**src/hw/rtl/rmsl_pkg.sv**
```systemverilog
`default_nettype none

package rmsl_pkg;

    localparam int SAMPLE_W    = 16;
    localparam int MAG_W       = 15;
    localparam int SQ_W        = 29;
    localparam int SUM_W       = 40;
    localparam int LEVEL_W     = 15;
    localparam int SCALED_W    = 16;
    localparam int WEIGHT_W    = 16;
    localparam int FS_W        = 15;
    localparam int ROOT_IN_W   = 30;
    localparam int ROOT_REM_W  = 16;
    localparam int PROD_W      = 32;
    localparam int STEP_W      = 6;
    localparam int QUEUE_DEPTH = 2;
    localparam int PTR_W       = 1;
    localparam int QLEVEL_W    = 2;
    localparam int IN_DATA_W   = 32;
    localparam int OUT_DATA_W  = 48;

    localparam logic [WEIGHT_W-1:0] WEIGHT_RESET = 16'd4588;
    localparam logic [FS_W-1:0]     FS_RESET     = 15'd5571;
    localparam logic [SUM_W-1:0]    SUM_MAX      = '1;

    localparam logic [STEP_W-1:0] DIV_LAST   = 6'd39;
    localparam logic [STEP_W-1:0] ROOT_LAST  = 6'd14;
    localparam logic [STEP_W-1:0] SCALE_LAST = 6'd15;

    typedef enum logic [0:0] {
        REG_SMOOTHING_WEIGHT = 1'b0,
        REG_FULL_SCALE       = 1'b1
    } reg_index_t;

    typedef enum logic [2:0] {
        B_IDLE,
        B_DIV,
        B_ROOT,
        B_MUL_OLD,
        B_MUL_NEW,
        B_BLEND,
        B_SCALE,
        B_EMIT
    } back_state_t;

    typedef struct packed {
        logic [QLEVEL_W-1:0] level;
        logic                not_empty;
    } q_status_t;

    // Square of floor(s/2); the arithmetic shift rounds toward minus infinity.
    function automatic logic [SQ_W-1:0] halved_square(input logic signed [SAMPLE_W-1:0] s);
        logic signed [SAMPLE_W-1:0] h;
        logic [SAMPLE_W-1:0]        mag;
        h   = s >>> 1;
        mag = h[SAMPLE_W-1] ? SAMPLE_W'(-h) : SAMPLE_W'(h);
        return SQ_W'(mag[MAG_W-1:0]) * SQ_W'(mag[MAG_W-1:0]);
    endfunction

endpackage

`default_nettype wire

```
**src/hw/rtl/rmsl_front.sv**
```systemverilog
`default_nettype none

module rmsl_front #(
    parameter int MAX_FRAMES = 1024,
    parameter int CNT_W      = 11
) (
    input  wire                               clk,
    input  wire                               rst_n,
    input  wire                               s_axis_tvalid,
    output logic                              s_axis_tready,
    // [15:0] left_sample, [31:16] right_sample
    input  wire  [rmsl_pkg::IN_DATA_W-1:0]    s_axis_tdata,
    input  wire                               s_axis_tlast,
    input  rmsl_pkg::q_status_t               q_status,
    output logic                              push,
    output logic [rmsl_pkg::SUM_W-1:0]        push_sum,
    output logic [CNT_W-1:0]                  push_count
);
    import rmsl_pkg::*;

    logic              accept;
    logic              s1_valid_reg;
    logic              s1_eob_reg;
    logic [SQ_W-1:0]   s1_sq_l_reg;
    logic [SQ_W-1:0]   s1_sq_r_reg;
    logic [SUM_W-1:0]  sum_reg;
    logic [CNT_W-1:0]  count_reg;
    logic [SUM_W:0]    sum_wide;
    logic [SUM_W-1:0]  sum_next;
    logic [CNT_W-1:0]  count_next;
    logic              room;

    // An end frame held in the square stage will need a queue slot next cycle.
    assign s_axis_tready = ((QLEVEL_W+1)'(q_status.level)
                           + (QLEVEL_W+1)'(s1_valid_reg & s1_eob_reg))
                           < (QLEVEL_W+1)'(QUEUE_DEPTH);
    assign accept = s_axis_tvalid & s_axis_tready;

    always_ff @(posedge clk or negedge rst_n)
    begin
        if (!rst_n)
        begin
            s1_valid_reg <= 1'b0;
            s1_eob_reg   <= 1'b0;
        end
        else
        begin
            s1_valid_reg <= accept;
            if (accept)
            begin
                s1_eob_reg <= s_axis_tlast;
            end
        end
    end

    always_ff @(posedge clk)
    begin
        if (accept)
        begin
            s1_sq_l_reg <= halved_square(s_axis_tdata[SAMPLE_W-1:0]);
            s1_sq_r_reg <= halved_square(s_axis_tdata[2*SAMPLE_W-1:SAMPLE_W]);
        end
    end

    always_comb
    begin
        room     = count_reg < CNT_W'(MAX_FRAMES);
        sum_wide = {1'b0, sum_reg} + (SUM_W+1)'(s1_sq_l_reg) + (SUM_W+1)'(s1_sq_r_reg);
        if (room)
        begin
            sum_next   = sum_wide[SUM_W] ? SUM_MAX : sum_wide[SUM_W-1:0];
            count_next = CNT_W'(count_reg + 1'b1);
        end
        else
        begin
            sum_next   = sum_reg;
            count_next = count_reg;
        end
    end

    assign push       = s1_valid_reg & s1_eob_reg;
    assign push_sum   = sum_next;
    assign push_count = count_next;

    always_ff @(posedge clk or negedge rst_n)
    begin
        if (!rst_n)
        begin
            sum_reg   <= '0;
            count_reg <= '0;
        end
        else if (s1_valid_reg)
        begin
            if (s1_eob_reg)
            begin
                sum_reg   <= '0;
                count_reg <= '0;
            end
            else
            begin
                sum_reg   <= sum_next;
                count_reg <= count_next;
            end
        end
    end

endmodule

`default_nettype wire

```
**src/hw/rtl/rmsl_queue.sv**
```systemverilog
`default_nettype none

module rmsl_queue #(
    parameter int CNT_W = 11
) (
    input  wire                          clk,
    input  wire                          rst_n,
    input  wire                          push,
    input  wire  [rmsl_pkg::SUM_W-1:0]   push_sum,
    input  wire  [CNT_W-1:0]             push_count,
    input  wire                          pop,
    output rmsl_pkg::q_status_t          q_status,
    output logic [rmsl_pkg::SUM_W-1:0]   head_sum,
    output logic [CNT_W-1:0]             head_count
);
    import rmsl_pkg::*;

    logic [SUM_W-1:0]    sum_mem [QUEUE_DEPTH];
    logic [CNT_W-1:0]    cnt_mem [QUEUE_DEPTH];
    logic [PTR_W-1:0]    wr_ptr_reg;
    logic [PTR_W-1:0]    rd_ptr_reg;
    logic [QLEVEL_W-1:0] level_reg;
    logic [QLEVEL_W-1:0] level_next;

    always_ff @(posedge clk)
    begin
        if (push)
        begin
            sum_mem[wr_ptr_reg] <= push_sum;
            cnt_mem[wr_ptr_reg] <= push_count;
        end
    end

    always_comb
    begin
        level_next = level_reg;
        if (push && !pop)
        begin
            level_next = QLEVEL_W'(level_reg + 1'b1);
        end
        else if (pop && !push)
        begin
            level_next = QLEVEL_W'(level_reg - 1'b1);
        end
    end

    always_ff @(posedge clk or negedge rst_n)
    begin
        if (!rst_n)
        begin
            wr_ptr_reg <= '0;
            rd_ptr_reg <= '0;
            level_reg  <= '0;
        end
        else
        begin
            if (push)
            begin
                wr_ptr_reg <= PTR_W'(wr_ptr_reg + 1'b1);
            end
            if (pop)
            begin
                rd_ptr_reg <= PTR_W'(rd_ptr_reg + 1'b1);
            end
            level_reg <= level_next;
        end
    end

    assign head_sum           = sum_mem[rd_ptr_reg];
    assign head_count         = cnt_mem[rd_ptr_reg];
    assign q_status.level     = level_reg;
    assign q_status.not_empty = level_reg != '0;

endmodule

`default_nettype wire

```
**src/hw/rtl/rmsl_back.sv**
```systemverilog
`default_nettype none

module rmsl_back #(
    parameter int CNT_W = 11
) (
    input  wire                             clk,
    input  wire                             rst_n,
    input  rmsl_pkg::q_status_t             q_status,
    input  wire  [rmsl_pkg::SUM_W-1:0]      head_sum,
    input  wire  [CNT_W-1:0]                head_count,
    output logic                            pop,
    input  wire  [rmsl_pkg::WEIGHT_W-1:0]   weight,
    input  wire  [rmsl_pkg::FS_W-1:0]       full_scale,
    output logic                            m_axis_tvalid,
    input  wire                             m_axis_tready,
    // [14:0] rms_level, [29:15] smoothed_level, [45:30] scaled_level, [47:46] zero
    output logic [rmsl_pkg::OUT_DATA_W-1:0] m_axis_tdata
);
    import rmsl_pkg::*;

    localparam int DVW = CNT_W + 1;

    back_state_t state_reg, state_next;
    logic [STEP_W-1:0]     step_reg;

    logic [SUM_W-1:0]      quo_reg;
    logic [DVW-1:0]        drem_reg;
    logic [DVW-1:0]        divisor_reg;
    logic                  zero_cnt_reg;
    logic [ROOT_IN_W-1:0]  root_in_reg;
    logic [ROOT_REM_W-1:0] rrem_reg;
    logic [LEVEL_W-1:0]    root_reg;
    logic [LEVEL_W-1:0]    rms_reg;
    logic [PROD_W-1:0]     prod_reg;
    logic [PROD_W-1:0]     acc_reg;
    logic [LEVEL_W-1:0]    smoothed_reg;
    logic [FS_W-1:0]       srem_reg;
    logic [SCALED_W-1:0]   squo_reg;
    logic                  m_valid_reg;
    logic [LEVEL_W-1:0]    out_rms_reg;
    logic [LEVEL_W-1:0]    out_smoothed_reg;
    logic [SCALED_W-1:0]   out_scaled_reg;

    logic [DVW:0]          d_sh;
    logic [DVW:0]          d_diff;
    logic                  d_ge;
    logic [ROOT_REM_W+1:0] r_sh;
    logic [ROOT_REM_W+1:0] r_trial;
    logic [ROOT_REM_W+1:0] r_diff;
    logic                  r_ge;
    logic [WEIGHT_W:0]     mul_a;
    logic [LEVEL_W-1:0]    mul_b;
    logic [PROD_W-1:0]     mul_p;
    logic [PROD_W:0]       blend;
    logic [LEVEL_W-1:0]    blend_lvl;
    logic                  sat;
    logic [FS_W:0]         s_sh;
    logic [FS_W:0]         s_diff;
    logic                  s_ge;
    logic                  out_free;
    logic                  out_load;

    // Restoring divider step for the mean square: one quotient bit a cycle.
    always_comb
    begin
        d_sh   = {drem_reg, quo_reg[SUM_W-1]};
        d_diff = d_sh - {1'b0, divisor_reg};
        d_ge   = d_sh >= {1'b0, divisor_reg};
    end

    // Digit-by-digit square root: two radicand bits, one root bit a cycle.
    always_comb
    begin
        r_sh    = {rrem_reg, root_in_reg[ROOT_IN_W-1:ROOT_IN_W-2]};
        r_trial = {1'b0, root_reg, 2'b01};
        r_diff  = r_sh - r_trial;
        r_ge    = r_sh >= r_trial;
    end

    always_comb
    begin
        mul_p     = PROD_W'({15'd0, mul_a} * {17'd0, mul_b});
        blend     = {1'b0, acc_reg} + {1'b0, prod_reg};
        blend_lvl = blend[LEVEL_W+15:16];
        sat       = (full_scale == '0) || (blend_lvl >= full_scale);
        s_sh      = {srem_reg, 1'b0};
        s_diff    = s_sh - {1'b0, full_scale};
        s_ge      = s_sh >= {1'b0, full_scale};
        out_free  = !m_valid_reg || m_axis_tready;
    end

    always_comb
    begin
        state_next = state_reg;
        unique case (state_reg)
            B_IDLE:
            begin
                if (q_status.not_empty)
                begin
                    state_next = B_DIV;
                end
            end
            B_DIV:
            begin
                if (step_reg == DIV_LAST)
                begin
                    state_next = B_ROOT;
                end
            end
            B_ROOT:
            begin
                if (step_reg == ROOT_LAST)
                begin
                    state_next = B_MUL_OLD;
                end
            end
            B_MUL_OLD: state_next = B_MUL_NEW;
            B_MUL_NEW: state_next = B_BLEND;
            B_BLEND:   state_next = sat ? B_EMIT : B_SCALE;
            B_SCALE:
            begin
                if (step_reg == SCALE_LAST)
                begin
                    state_next = B_EMIT;
                end
            end
            B_EMIT:
            begin
                if (out_free)
                begin
                    state_next = B_IDLE;
                end
            end
            default: state_next = B_IDLE;
        endcase
    end

    always_comb
    begin
        pop      = 1'b0;
        out_load = 1'b0;
        mul_a    = {1'b0, weight};
        mul_b    = rms_reg;
        unique case (state_reg)
            B_IDLE:    pop = q_status.not_empty;
            B_MUL_OLD:
            begin
                mul_a = (WEIGHT_W+1)'(17'h10000 - {1'b0, weight});
                mul_b = smoothed_reg;
            end
            B_EMIT:    out_load = out_free;
            default:
            begin
                pop = 1'b0;
            end
        endcase
    end

    always_ff @(posedge clk or negedge rst_n)
    begin
        if (!rst_n)
        begin
            state_reg    <= B_IDLE;
            step_reg     <= '0;
            smoothed_reg <= '0;
            m_valid_reg  <= 1'b0;
        end
        else
        begin
            state_reg <= state_next;
            step_reg  <= (state_next != state_reg) ? '0 : STEP_W'(step_reg + 1'b1);
            if (state_reg == B_BLEND)
            begin
                smoothed_reg <= blend_lvl;
            end
            if (out_load)
            begin
                m_valid_reg <= 1'b1;
            end
            else if (m_axis_tready)
            begin
                m_valid_reg <= 1'b0;
            end
        end
    end

    always_ff @(posedge clk)
    begin
        case (state_reg)
            B_IDLE:
            begin
                if (pop)
                begin
                    quo_reg      <= head_sum;
                    drem_reg     <= '0;
                    divisor_reg  <= {head_count, 1'b0};
                    zero_cnt_reg <= head_count == '0;
                end
            end
            B_DIV:
            begin
                quo_reg  <= {quo_reg[SUM_W-2:0], d_ge};
                drem_reg <= d_ge ? d_diff[DVW-1:0] : d_sh[DVW-1:0];
                if (step_reg == DIV_LAST)
                begin
                    // The mean square never exceeds 2^28, so its low bits carry it all.
                    root_in_reg <= zero_cnt_reg ? '0 : {quo_reg[ROOT_IN_W-2:0], d_ge};
                    rrem_reg    <= '0;
                    root_reg    <= '0;
                end
            end
            B_ROOT:
            begin
                root_in_reg <= {root_in_reg[ROOT_IN_W-3:0], 2'b00};
                rrem_reg    <= r_ge ? r_diff[ROOT_REM_W-1:0] : r_sh[ROOT_REM_W-1:0];
                root_reg    <= {root_reg[LEVEL_W-2:0], r_ge};
                if (step_reg == ROOT_LAST)
                begin
                    rms_reg <= {root_reg[LEVEL_W-2:0], r_ge};
                end
            end
            B_MUL_OLD:
            begin
                prod_reg <= mul_p;
            end
            B_MUL_NEW:
            begin
                acc_reg  <= prod_reg;
                prod_reg <= mul_p;
            end
            B_BLEND:
            begin
                srem_reg <= blend_lvl;
                squo_reg <= '1;
            end
            B_SCALE:
            begin
                srem_reg <= s_ge ? s_diff[FS_W-1:0] : s_sh[FS_W-1:0];
                squo_reg <= {squo_reg[SCALED_W-2:0], s_ge};
            end
            B_EMIT:
            begin
                if (out_load)
                begin
                    out_rms_reg      <= rms_reg;
                    out_smoothed_reg <= smoothed_reg;
                    out_scaled_reg   <= squo_reg;
                end
            end
            default:
            begin
                acc_reg <= acc_reg;
            end
        endcase
    end

    assign m_axis_tvalid = m_valid_reg;
    assign m_axis_tdata  = {2'b00, out_scaled_reg, out_smoothed_reg, out_rms_reg};

endmodule

`default_nettype wire

```
**src/hw/rtl/rms_level_meter_smoothed_unit.sv**
```systemverilog
// Frames are taken one per cycle while tready is high; squares are registered
// at the transfer and summed in the cycle after it. Each buffer passes through
// the bit-serial 40-step mean divider, the 15-step square root and the 16-step
// scaling divider (skipped when the scaled level saturates), one buffer at a time.
// A two-entry queue holds finished buffer sums; tready drops while it is full,
// or when a pending end frame will fill it. rst_n is asynchronous: it clears
// sums, counts, smoothed level and queue, and loads the register defaults.
`default_nettype none

module rms_level_meter_smoothed_unit #(
    parameter int MAX_FRAMES = 1024
) (
    input  wire                               clk,
    input  wire                               rst_n,
    input  wire                               s_axis_tvalid,
    output logic                              s_axis_tready,
    // [15:0] left_sample, [31:16] right_sample
    input  wire  [rmsl_pkg::IN_DATA_W-1:0]    s_axis_tdata,
    input  wire                               s_axis_tlast,
    output logic                              m_axis_tvalid,
    input  wire                               m_axis_tready,
    // [14:0] rms_level, [29:15] smoothed_level, [45:30] scaled_level, [47:46] zero
    output logic [rmsl_pkg::OUT_DATA_W-1:0]   m_axis_tdata,
    input  wire                               cfg_we,
    input  wire                               cfg_index,
    input  wire  [rmsl_pkg::WEIGHT_W-1:0]     cfg_data
);
    import rmsl_pkg::*;

    localparam int CNT_W = $clog2(MAX_FRAMES + 1);

    logic [WEIGHT_W-1:0] weight_reg;
    logic [FS_W-1:0]     full_scale_reg;
    q_status_t           q_status;
    logic                push;
    logic [SUM_W-1:0]    push_sum;
    logic [CNT_W-1:0]    push_count;
    logic                pop;
    logic [SUM_W-1:0]    head_sum;
    logic [CNT_W-1:0]    head_count;

    always_ff @(posedge clk or negedge rst_n)
    begin
        if (!rst_n)
        begin
            weight_reg     <= WEIGHT_RESET;
            full_scale_reg <= FS_RESET;
        end
        else if (cfg_we)
        begin
            unique case (reg_index_t'(cfg_index))
                REG_SMOOTHING_WEIGHT: weight_reg     <= cfg_data;
                REG_FULL_SCALE:       full_scale_reg <= cfg_data[FS_W-1:0];
                default:              weight_reg     <= weight_reg;
            endcase
        end
    end

    rmsl_front #(
        .MAX_FRAMES (MAX_FRAMES),
        .CNT_W      (CNT_W)
    ) u_front (
        .clk           (clk),
        .rst_n         (rst_n),
        .s_axis_tvalid (s_axis_tvalid),
        .s_axis_tready (s_axis_tready),
        .s_axis_tdata  (s_axis_tdata),
        .s_axis_tlast  (s_axis_tlast),
        .q_status      (q_status),
        .push          (push),
        .push_sum      (push_sum),
        .push_count    (push_count)
    );

    rmsl_queue #(
        .CNT_W (CNT_W)
    ) u_queue (
        .clk        (clk),
        .rst_n      (rst_n),
        .push       (push),
        .push_sum   (push_sum),
        .push_count (push_count),
        .pop        (pop),
        .q_status   (q_status),
        .head_sum   (head_sum),
        .head_count (head_count)
    );

    rmsl_back #(
        .CNT_W (CNT_W)
    ) u_back (
        .clk           (clk),
        .rst_n         (rst_n),
        .q_status      (q_status),
        .head_sum      (head_sum),
        .head_count    (head_count),
        .pop           (pop),
        .weight        (weight_reg),
        .full_scale    (full_scale_reg),
        .m_axis_tvalid (m_axis_tvalid),
        .m_axis_tready (m_axis_tready),
        .m_axis_tdata  (m_axis_tdata)
    );

endmodule

`default_nettype wire

```
**config.mk**
```make
export PLATFORM = sky130hd
export DESIGN_NAME = rms_level_meter_smoothed_unit
export DESIGN_NICKNAME = d
export VERILOG_FILES = /design/src/hw/rtl/rmsl_pkg.sv /design/src/hw/rtl/rmsl_front.sv /design/src/hw/rtl/rmsl_queue.sv /design/src/hw/rtl/rmsl_back.sv /design/src/hw/rtl/rms_level_meter_smoothed_unit.sv
export SDC_FILE = /design/constraint.sdc
export NUM_CORES = 2
export LEC_CHECK = 0
export BUFFER_PORTS_ARGS = -buffer_cell sky130_fd_sc_hd__clkbuf_2
export CAP_MARGIN = 0
export CORE_MARGIN = 2
export CORE_UTILIZATION = 40
export DETAILED_ROUTE_END_ITERATION = 16
export PLACE_DENSITY = 0.57
export SLEW_MARGIN = 20
export SYNTH_ARGS = -nofsm -noshare
export SYNTH_HDL_FRONTEND = slang
export SYNTH_SLANG_ARGS = --single-unit
```
**constraint.sdc**
```tcl
create_clock -name clk -period 7.54 [get_ports clk]
set_input_delay 1.508 -clock clk [delete_from_list [all_inputs] [get_ports clk]]
set_output_delay 1.508 -clock clk [all_outputs]
set_load 0.01 [all_outputs]
```
# Yosys cells after proc, flatten, opt, wreduce, memory -nomap -nowiden
# Memory sizes are Yosys's and may differ from the RTL's.
# Index checks and enable logic that the tools add are counted.
dict set report totals {
  wordCells 139
  output_inout_bits 50
  inputBits 55
  memories 2
  ff_bits 450
  ram_bits 102
}
# name words word_bits rd rd_ports_with_merged_regs wr line
set mem_list {}
lappend mem_list {u_queue.sum_mem 2 40 1 0 1 rmsl_queue.sv:18} ;# logic [SUM_W-1:0] sum_mem [QUEUE_DEPTH];
lappend mem_list {u_queue.cnt_mem 2 11 1 0 1 rmsl_queue.sv:19} ;# logic [CNT_W-1:0] cnt_mem [QUEUE_DEPTH];
dict set report op_classes {
  add_sub_neg 16
  n_reduce_logical 24
  n_mux 41
  magnitude_cmp 6
  n_bitwise 4
  n_eq_ne 13
  n_mul 3
}
# op n
set ops {}
lappend ops {{two-way mux 40 bit} 4}
lappend ops {{case mux 40 bit (2 select lines)} 1}
lappend ops {{two-way mux 15 bit} 5}
lappend ops {{case mux 16 bit (2 select lines)} 2}
lappend ops {{two-way mux 30 bit} 2}
lappend ops {{case mux 15 bit (2 select lines)} 2}
lappend ops {{case mux 30 bit (2 select lines)} 1}
lappend ops {{multiplier 15 x 15 -> 29 bit} 2}
lappend ops {{adder 40 x 29 -> 41 bit} 1}
lappend ops {{adder 41 x 29 -> 41 bit} 1}
lappend ops {{two-way mux 16 bit} 2}
lappend ops {{adder 31 bit} 1}
lappend ops {{multiplier 17 x 15 -> 31 bit} 1}
lappend ops {{negator 15 bit} 2}
lappend ops {{two-way mux 12 bit} 2}
lappend ops {{case mux 12 bit (2 select lines)} 1}
lappend ops {{case mux 3 bit (8 select lines)} 1}
lappend ops {{two-way mux 11 bit} 2}
lappend ops {{>= comparator 18 x 17 -> 1 bit} 1}
lappend ops {{two-way mux 17 bit} 1}
lappend ops {{subtractor 17 x 16 -> 17 bit (first input constant)} 1}
lappend ops {{>= comparator 16 x 15 -> 1 bit} 1}
lappend ops {{subtractor 16 bit} 1}
lappend ops {{>= comparator 15 bit} 1}
lappend ops {{34 further kinds} 68}

# Longest topological paths before layout
dict set report logic_depth {
  ltp_word 7
  ltp_mapped 33
}

# By module
# From an unflattened synthesis, not the netlist that was laid out.
dict set report unflattened {
  hier_cells 4626
  hier_area_um2 48193.7
}
# module area_each_um2 cells_per_inst seq_area_each_um2 n_inst
set by_module_without_submodules {}
lappend by_module_without_submodules {rmsl_back 23652.7 2322 9003.6 1}
lappend by_module_without_submodules {rmsl_front 19145.9 2063 3007.9 1}
lappend by_module_without_submodules {rmsl_queue 4115.2 174 3163.0 1}
lappend by_module_without_submodules {rms_level_meter_smoothed_unit 1280.0 67 793.3 1}

# Worst setup path after synthesis
# Ideal clock, no wire load.
dict set report synth_timing {
  path_kind {input port to flip-flop}
  start {input port s_axis_tdata[1] in the netlist's numbering}
  end {register u_front.s1_sq_l_reg[28], data pin}
  required_ns 7.280
  n_path_buf 1
  path_slack_ns -1.396
  setup_ns 0.260
  stages 29
  arrival_time_ns 8.676
  cell_sequence {clkbuf_1 clkinv_1 ha_1 nand2_1 or3_1 or2_2 o21ai_0 xor2_1 inv_1 nand2_1 fa_1 fa_1 inv_1 fa_1 fa_1 fa_1 inv_1 fa_1 inv_1 ha_1 and3_1 and2_1 o2111ai_1 o211ai_1 o41a_1 a2111oi_0 o21bai_1 a21oi_1 xnor2_1}
}
dict set report synth_via {
  elab_chain_len 3
}
# item line
set synth_rtl {}
lappend synth_rtl {{start, declared} rms_level_meter_smoothed_unit.sv:18} ;# input wire [rmsl_pkg::IN_DATA_W-1:0] s_axis_tdata,
lappend synth_rtl {{negator 15 bit} rmsl_pkg.sv:57} ;# mag = h[SAMPLE_W-1] ? SAMPLE_W'(-h) : SAMPLE_W'(h);
lappend synth_rtl {{two-way mux 15 bit *} rmsl_pkg.sv:57}
lappend synth_rtl {{multiplier 15 x 15 -> 29 bit *} rmsl_pkg.sv:58} ;# return SQ_W'(mag[MAG_W-1:0]) * SQ_W'(mag[MAG_W-1:0]);
lappend synth_rtl {{end signal, assigned} rmsl_front.sv:60} ;# s1_sq_l_reg <= halved_square(s_axis_tdata[SAMPLE_W-1:0]);
lappend synth_rtl {{end, declared} rmsl_front.sv:24} ;# logic [SQ_W-1:0] s1_sq_l_reg;
# Every way passes the cells marked *; elsewhere a longest branch is shown, timed or not.
# A chain may end at the register's enable or synchronous reset.

# Final worst setup path
dict set report layout_timing {
  start {input port s_axis_tdata[21] in the netlist's numbering}
  end {register u_front.s1_sq_r_reg[28], data pin}
}
dict set report layout_via {
  elab_chain_len 3
}
# item line
set layout_rtl {}
lappend layout_rtl {{negator 15 bit} rmsl_pkg.sv:57}
lappend layout_rtl {{two-way mux 15 bit *} rmsl_pkg.sv:57}
lappend layout_rtl {{multiplier 15 x 15 -> 29 bit *} rmsl_pkg.sv:58}
lappend layout_rtl {{end signal, assigned} rmsl_front.sv:61} ;# s1_sq_r_reg <= halved_square(s_axis_tdata[2*SAMPLE_W-1:SAMPLE_W]);
lappend layout_rtl {{end, declared} rmsl_front.sv:25} ;# logic [SQ_W-1:0] s1_sq_r_reg;
# Marked as above.

==> impl_results.md <==
* Run status: finished with violations
* Violated checks: setup timing
* Number of buffers added by the clock tree synthesis step at 61
* Post-synthesis area per instance at 10.4 um2
* Largest net degree at the start of global routing at 85
* # rows at 125
* Post-synthesis share of cell area spent on and, or, nand and nor gates at 11.3%
* Setup repair after global routing missed its margin: true
* Yosys warnings at 0
* Initial antenna violation count at 1
* TritonRoute pass-1 iters at 5
* Kind of end point of the critical path: flop
* Vias after detailed routing at 33,980
* Crit path launch type: input port
* Clock latency reported for the late side of the worst-skew pair at 0.64 ns
* Setup violation total in the final timing report at 17
* First-pass GRT wire length at 186,000 um
* Final Routed Wirelength at 116,000 um
* Number of hold violations in the final report at 0
* DRC at 0
* Synthesized-area fraction occupied by ao, oa, aoi and oai cells at 9.41%
* Overall global routing resource usage at 19.4%
* Post-synthesis sequential area ratio at 33.9%
* Time the worst path needs with I/O delays and setup at 7.81 ns
* Slowest stage cell, crit path: sky130_fd_sc_hd__fa_1
* Flop and latch count out of synthesis at 550
* Post-CTS Hold Buffers at 0
* Starting utilization of the core area at 40.4%
* Count of buffering cells on the critical path with inverters included at 7
* Share of the cycle needed by the critical path after routing at 104%
* WL met2 at 55,600 um
* Hold depth at 0
* Share of layout cells above drive strength 1 at 21.0%
* Clock-pin transition on the worst setup and hold timing paths at 0.06 ns
* Number of max-capacitance violations reported at 0
* Origin of the critical flop-to-flop path: weight_reg[4]
* CP Capture Point: u_front.s1_sq_r_reg[28]
* Fraction of the mapped netlist area in adder cells at 31.4%
* Synthesized instance count at 4,528
* Bufs on Longest Clock Path at 3
* Worst stage delay on the critical path at 0.55 ns
* Share of the synthesized area in the top cell type at 27.9%
* Distinct cell type count of the synthesized netlist at 85
* Largest register FFs at 80
* Sum of overflow across all layers after global routing at 0
* Wire length on met1 at 52,200 um
* Number of enable-type register cells in the synthesized netlist at 437
* Crit path from: s_axis_tdata[21]
* Reg-to-Reg End: u_back.prod_reg[30]
* FFs w/ async S/R, synth at 20.5%
* Routed wire length per instance at 17.2 um
* Detail Route Antenna Nets at 0
* Post-detailed-placement cell area at 53,500 um2
* FF-to-FF path depth at 28
* Met3 routed WL at 5070 um
* Number of cells on the critical path at 30
* Pins over their slew limit at 0
* Cell type with the highest aggregate area in the netlist: sky130_fd_sc_hd__edfxtp_1
* R2R setup slack at -0.02 ns
* CP dominant cell by count: sky130_fd_sc_hd__fa_1
* Clock Skew at 0.0223 ns
* Leading cell type by number of instances after synthesis: sky130_fd_sc_hd__inv_1
* Die boundary width at 347 um
* Final Cell Area at 56,900 um2
* Slew of the pin with the lowest slew margin at 1.09 ns
* Mapped cell area at 47,100 um2
* Die height at 347 um
* CP delay by family, top: adder cells
* Classification of the worst setup path: in -> reg
* Required time of the critical path at 7.93 ns
* Clock tree from TritonCTS: done
* Top cells by area in the synthesized netlist: sky130_fd_sc_hd__edfxtp_1 (28%), sky130_fd_sc_hd__fa_1 (21%), sky130_fd_sc_hd__ha_1 (10%)
* # IOs at 105
* Critical Path AT at 8.20 ns
* Commonest cells in the netlist: sky130_fd_sc_hd__inv_1 (741), sky130_fd_sc_hd__fa_1 (495), sky130_fd_sc_hd__edfxtp_1 (437)
* Quantity of I/O buffers inserted on ports at 100
* Post-detailed-route via-to-cell ratio at 5.04
* Largest fanout of any net on the critical path at 5
* TritonCTS sink count at 550
* Die Footprint at 120,000 um2
* Master cell of the clock root buffer: sky130_fd_sc_hd__clkbuf_16
* Weighted congestion at the end of routability-driven global placement at 0.900
* Main combinational cell family by area after synthesis: adder cells
* Top Metal Used: met4
* Worst slew margin relative to its limit at 27.1%
* Parity-gate share of the synthesized area counting xor and xnor cells at 4.20%
* Multiplexer share of the synthesized area at 2.81%
* CTS H-tree lvls at 2
* Net count, final at 6,108
* Synth-to-layout area growth at 20.8%
* Worst min-delay path category: reg -> reg
* Setup ws final at -0.274 ns
* Placeable core area at 117,000 um2
* Detailed Route Iter0 Violations at 1,624
* Achievable clock frequency at 128 MHz
* DPL Wire Length at 92,600 um
* Most used DFF post-synth: sky130_fd_sc_hd__edfxtp_1
* Vias in the first global route at 34,784
[cell families after synthesis]
kind of cell / count (synthesis)
mux: 126
fa+ha+maj: 885
compound gates: 682
xor+xnor: 225
other cells: 2
simple gates: 1193
buf+inv: 865
flops: 550
[what timing repair did]
item	CTS	global route
cloned	0	1
setup endpoints to repair	27	41
buffers inserted	20	38
gates resized for setup	79	127
endpoints found under the hold margin	0	0
pin swaps	64	81
[how the worst min path moves through the flow]
stage | startpoint | endpoint | slack (ns)
floorplan | u_back.squo_reg[15] | u_back.out_scaled_reg[15] | 0.40
global placement | u_back.squo_reg[15] | u_back.out_scaled_reg[15] | 0.40
detailed placement | u_back.squo_reg[15] | u_back.out_scaled_reg[15] | 0.41
CTS | u_back.squo_reg[15] | u_back.out_scaled_reg[15] | 0.42
global route | u_back.root_reg[12] | u_back.rms_reg[13] | 0.45
finish | u_back.squo_reg[15] | u_back.out_scaled_reg[15] | 0.43
[metal layers]
metal  GRT usage (%)  up-vias
met2            32.8      558
met5               0        -
met4            4.81        0
met1            26.2    16924
met3            2.63      143
li1                -    16355
[stage by stage]
stage / util (%) / hold WS, ns / worst slack, ns / setup TNS (ns) / std cells
6_report: 48.8 / 0.426 / -0.274 / -2.31 / 6746
3_3_place_gp: 45.9 / 0.404 / -1.19 / -26.75 / 6572
3_5_place_dp: 45.9 / 0.406 / -1.22 / -28.75 / 6572
2_1_floorplan: - / 0.400 / -0.832 / -10.66 / 4548
5_1_grt: 48.8 / 0.448 / -0.509 / -7.39 / 6745
4_1_cts: 48.1 / 0.423 / -0.218 / -1.29 / 6708
[cells in the final DEF (no fill, tap or decap), drive strengths merged, types with 22 or more instances in the layout]
cell type / Yosys / final
nor2b: 33 / 33
conb: 2 / 22
a21o: 66 / 66
edfxtp: 437 / 437
a21oi: 166 / 166
and3: 28 / 28
a31oi: 28 / 28
nand3b: 30 / 30
clkbuf: 96 / 189
nand2: 434 / 434
nor2: 414 / 414
inv: 742 / 749
or3: 32 / 32
nand3: 49 / 49
ha: 390 / 390
mux2i: 76 / 76
dfrtp: 99 / 99
buf: 21 / 575
nand4: 31 / 31
a211oi: 32 / 32
o21ai: 164 / 164
xor2: 76 / 76
xnor2: 149 / 149
o21a: 32 / 32
o22ai: 35 / 35
and2: 32 / 32
nand2b: 27 / 27
nor3: 44 / 44
mux2: 50 / 50
fa: 495 / 495
[cell type report]
class	instances	area (um2)
Sequential cell	550	16000
Timing Repair Buffer	674	4990
Multi-Input combinational cell	3133	29100
Fill cell	10724	59600
Inverter	748	2830
Antenna cell	1	2.50
Tap cell	1524	1910
Clock inverter	26	269
Clock buffer	90	1760
Power is not shown: default switching activity piles up to over one toggle a cycle in this logic, so the estimate is an artifact.
